**config.mk**
```make
export PLATFORM = sky130hd
export DESIGN_NAME = phmdc_mixer
export DESIGN_NICKNAME = d
export VERILOG_FILES = /design/src/design/phmdc_pkg.sv /design/src/design/phmdc_mixer.sv
export SDC_FILE = /design/constraint.sdc
export NUM_CORES = 2
export LEC_CHECK = 0
export ABC_AREA = 0
export BUFFER_PORTS_ARGS = -buffer_cell sky130_fd_sc_hd__buf_4
export CAP_MARGIN = 20
export CORE_MARGIN = 2
export CORE_UTILIZATION = 40
export CTS_CLUSTER_DIAMETER = 40
export DETAILED_ROUTE_END_ITERATION = 16
export PLACE_DENSITY = 0.6
export SLEW_MARGIN = 15
export SYNTH_ARGS = -nofsm -noshare
export SYNTH_HDL_FRONTEND = slang
export SYNTH_SLANG_ARGS = --single-unit
```
**constraint.sdc**
```tcl
create_clock -name i_clk -period 28.6 [get_ports i_clk]
set_input_delay 1.43 -clock i_clk [delete_from_list [all_inputs] [get_ports i_clk]]
set_output_delay 1.43 -clock i_clk [all_outputs]
set_load 0.02 [all_outputs]
```
**src/design/phmdc_pkg.sv**
```systemverilog
`timescale 1ns / 1ps
`default_nettype none
package phmdc_pkg;
    localparam int PATCH_ELEMS   = 64;
    localparam int TABLE_ENTRIES = 1024;
    localparam int POS_W   = $clog2(PATCH_ELEMS);
    localparam int CNT_W   = $clog2(PATCH_ELEMS + 1);
    localparam int IDX_W   = $clog2(TABLE_ENTRIES);
    localparam int MADDR_W = IDX_W + POS_W;
    localparam logic [63:0] HASH_SEED = 64'h9e3779b97f4a7c15;
    localparam logic [63:0] ELEM_SALT = 64'h517cc1b727220a95;
    localparam logic [63:0] MIX_MUL_A = 64'hff51afd7ed558ccd;
    localparam logic [63:0] MIX_MUL_B = 64'hc4ceb9fe1a85ec53;

    typedef enum logic [3:0] {
        ST_IDLE, ST_MIX, ST_FOLD, ST_FMIX, ST_LOOK, ST_LOOK2,
        ST_CLEAR, ST_WALK_RD, ST_WALK_WAIT, ST_WALK_DO, ST_OUT
    } t_state;

    typedef struct packed {
        logic        start;
        logic [63:0] operand;
    } t_mix_req;

    typedef struct packed {
        logic        done;
        logic [63:0] result;
    } t_mix_rsp;

    function automatic logic signed [23:0] sat24(input logic signed [35:0] v);
        if (v > 36'sd8388607) begin
            return 24'sh7fffff;
        end else if (v < -36'sd8388608) begin
            return 24'sh800000;
        end
        return v[23:0];
    endfunction
endpackage
`default_nettype wire

```
**src/design/phmdc_mixer.sv**
```systemverilog
`timescale 1ns / 1ps
`default_nettype none
module phmdc_mixer
    import phmdc_pkg::*;
(
    input  wire logic     i_clk,
    input  wire logic     i_rst_n,
    input  wire t_mix_req i_req,
    output t_mix_rsp      o_rsp
);
    // One 32x32 multiplier builds each 64-bit product from three partial products.
    logic [63:0] r_k, n_k;
    logic [63:0] r_acc, n_acc;
    logic [3:0]  r_step, n_step;
    logic        r_busy, n_busy;
    logic        r_done, n_done;
    logic [31:0] mul_x, mul_y;
    logic [63:0] mul_p;
    logic [63:0] mulc;
    logic [63:0] ks;

    assign mul_p = 64'(mul_x) * 64'(mul_y);
    assign ks    = r_k ^ (r_k >> 33);
    assign mulc  = (r_step < 4'd5) ? MIX_MUL_A : MIX_MUL_B;

    always_comb begin
        mul_x = ks[31:0];
        mul_y = mulc[31:0];
        case (r_step)
            4'd2, 4'd6: begin
                mul_x = ks[31:0];
                mul_y = mulc[63:32];
            end
            4'd3, 4'd7: begin
                mul_x = ks[63:32];
                mul_y = mulc[31:0];
            end
            default: begin
                mul_x = ks[31:0];
                mul_y = mulc[31:0];
            end
        endcase
    end

    always_comb begin
        n_k = r_k;
        n_acc = r_acc;
        n_step = r_step;
        n_busy = r_busy;
        n_done = 1'b0;
        if (i_req.start) begin
            n_k = i_req.operand;
            n_step = 4'd1;
            n_busy = 1'b1;
        end else if (r_busy) begin
            n_step = r_step + 4'd1;
            case (r_step)
                4'd1, 4'd5: n_acc = mul_p;
                4'd2, 4'd6: n_acc = r_acc + {mul_p[31:0], 32'd0};
                4'd3, 4'd7: n_acc = r_acc + {mul_p[31:0], 32'd0};
                4'd4: n_k = r_acc;
                4'd8: begin
                    n_k = r_acc;
                end
                4'd9: begin
                    n_k = ks;
                    n_busy = 1'b0;
                    n_done = 1'b1;
                end
                default: n_step = r_step;
            endcase
        end
    end

    always_ff @(posedge i_clk) begin
        r_k <= n_k;
        r_acc <= n_acc;
        r_step <= n_step;
        if (!i_rst_n) begin
            r_busy <= 1'b0;
            r_done <= 1'b0;
        end else begin
            r_busy <= n_busy;
            r_done <= n_done;
        end
    end

    assign o_rsp.done   = r_done;
    assign o_rsp.result = r_k;
endmodule
`default_nettype wire

```
==> impl_metrics.ini <==
[outcome]
outcome = complete, no violations

[floorplan]
core_area_um2 = 91800
die_w_um = 308.7
fp-row-count = 111
die-area_um2 = 95280
initial_core_util_pct = 40.45
die_y_um = 308.7
io_pins = 132

[worst_hold_path]
hold_path_depth = 2
min_to = r_busy
hp-start = r_busy
hold_class = register to register

[yosys]
yosysSeqAreaShare_pct = 10.67
ys_ff_latch = 134
synth_flop_cell = edfxtp_1
ys_top_cells_by_area = fa_1 (46%), ha_1 (11%), edfxtp_1 (10%)
netlist_area_um2 = 37130
synth_cell_types = 68
synth_edf_count = 128
synth_largest_area_cell = fa_1
async_flop_share_pct = 0
avgSynthCellArea_um2 = 9.700
syn-instance-count = 3828
yosysTopAreaCellShare_pct = 46.47
synth_fp_nets = 5095
yosys_warnings = 0

[clock_tree]
clk_latency_ns = 0.44
clock-sinks = 134
cts_tree = yes
ctsHoldBuffers = 0
clk_pin_slew_ns = 0.06
cts-root-buf = clkbuf_16
cts_buffer_depth = 2
post-cts-setup-buffer-count = 0
numCtsBuffers = 17
h-tree-depth = 4
cts_resized = 0

[critical_path]
ff2ff_setup_slack_ns = 17.14
cp_max_fo = 29
startpoint_type = register
cp.arrival_ns = 11.63
path_delay_family = adder cells
crit_path_top_delay_cell = nand2_1
critPathMaxStageDelay_ns = 0.65
critPathKind = register to register
cp_data_required_time_ns = 28.77
worst-path-buf-inv = 9
endpoint_kind = register
r2r_end = r_acc[63]
worst-r2r-cell-count = 39
r2r_start = r_step[0]

[finish]
syn_to_final_growth_pct = 8.383
fillers = 8948
nets = 5184
fin_cells = 5176
multi_input_area_um2 = 29220
post-route-util_pct = 43.84
drive_gt1_share_pct = 5.776
seq_area_um2 = 3964

[grt]
grt_max_degree = 73
antenna_found_initial = 1
first_global_vias = 28390
grt_util_all_layers_pct = 26.94
grt_pass1_wl_um = 187300
grt-ovfl-total = 0

[sta]
worst_slew_pin_slew_ns = 1.069
finalSetupViolations = 0
period_share_pct = 40.05
setup_slack_ns = 17.14
period_needed_ns = 11.46
fmax_ghz = 0.08730
finalMaxSlewViolations = 0
slew_headroom_pct = 28.50
grt_setup_unrepaired = no
setup_tns_ns = 0
fin_skew_ns = 0.01504
hold_viol_final = 0

[detailed_routing]
wl_um = 124100
drc = 0
vias_per_cell = 5.195
drt_iter0_drc = 2489
ant_nets = 0
wl_per_cell_um = 23.98
firstDrtPassIters = 5
vias = 26890

[placement]
dp_cells = 5141
dp_slack_ns = 17.35
place.gp.congestion = 0.9801
post-dp-hpwl_um = 109300
io_buffer_count = 131

[job]
max_cap_viol_count = 0
[placed cells by master (no fill, tap or decap), types with 13 or more instances in the layout]
master | netlist | routed
a21o_1 | 59 | 59
a21oi_1 | 141 | 140
a31oi_1 | 19 | 19
and2_1 | 44 | 44
and3_1 | 13 | 13
buf_4 | 1 | 176
clkbuf_16 | 0 | 17
edfxtp_1 | 128 | 128
fa_1 | 862 | 862
ha_1 | 338 | 336
inv_1 | 944 | 944
nand2_1 | 315 | 314
nand2b_1 | 99 | 99
nand3_1 | 18 | 18
nor2_1 | 289 | 289
nor3_1 | 13 | 13
o21a_1 | 22 | 22
o21ai_0 | 124 | 122
o21ai_1 | 28 | 26
o21bai_1 | 16 | 16
xnor2_1 | 83 | 83
xor2_1 | 38 | 38
[cells in the mapped netlist, types with 10 or more instances]
| cell type | n |
|---|---|
| nand4_1 | 12 |
| xnor2_1 | 83 |
| fa_1 | 862 |
| inv_1 | 944 |
| ha_1 | 338 |
| o21ai_0 | 124 |
| nand2b_1 | 99 |
| a31oi_1 | 19 |
| and2_1 | 44 |
| nor3_1 | 13 |
| and3_1 | 13 |
| o21bai_1 | 16 |
| a21o_1 | 59 |
| clkbuf_1 | 99 |
| nor2_1 | 289 |
| xor2_1 | 38 |
| edfxtp_1 | 128 |
| nand3_1 | 18 |
| a21oi_1 | 141 |
| o21ai_1 | 28 |
| o21a_1 | 22 |
| nand2_1 | 315 |
| o211ai_1 | 10 |
[kinds of logic after synthesis]
kind of cell    synth area share [%]
compound gates                 7.848
simple gates                   9.856
buf+inv                        10.73
mux                           0.1617
fa+ha+maj                      57.86
flops                          10.67
other cells                  0.01010
xor+xnor                       2.854
[metal layers]
layer | GRT usage, % | vias up | routed length, µm
met1 | 38.79 | 13730 | 53910
met4 | 9.030 | 2 | 4928
li1 | - | 11830 | -
met3 | 4.083 | 219 | 9013
met5 | 0 | - | 13
met2 | 41.65 | 1110 | 56250
[state kept, by name, summed over array words and instances, names as in the netlist]
name / count
r_k: 64
r_acc: 64
r_step: 4
r_done: 1
r_busy: 1
[worst max-delay path by stage]
stage	endpoint	from	depth (start not counted)	slack, ns
after floorplan	r_acc[63]	r_step[0]	39	19.01
after global placement	r_acc[63]	r_step[0]	39	17.45
after detailed placement	r_acc[63]	r_step[0]	39	17.35
after CTS	r_acc[63]	r_step[0]	39	17.32
after global routing	r_acc[63]	r_step[0]	39	16.62
final	r_acc[63]	r_step[0]	39	17.14
[per-stage QoR]
stage	area, µm²	hold slack, ns
3_5_place_dp	39650	0.5585
4_1_cts	40240	0.5664
2_1_floorplan	37130	0.5096
5_1_grt	40240	0.5998
3_3_place_gp	39650	0.5554
6_report	40240	0.5688
[worst min-delay path, cell delays in order (launching register included)]
cell	delay [ns]
dfxtp_1	0.35
a21oi_1	0.13
nor2b_1	0.05
[cell type report]
cell class / instances / area share, %
diodes: 3 / 0.01865
clock buffers: 17 / 1.057
clock inverters: 15 / 0.4135
inverters: 954 / 8.898
multi-input cells: 2634 / 72.62
flip-flops and latches: 134 / 9.849
well taps: 1243 / 3.864
repair buffers: 176 / 3.283
Power is left out: the tool's default activity adds up to more than one toggle a clock period on the data nets, which glitch-free logic cannot reach.
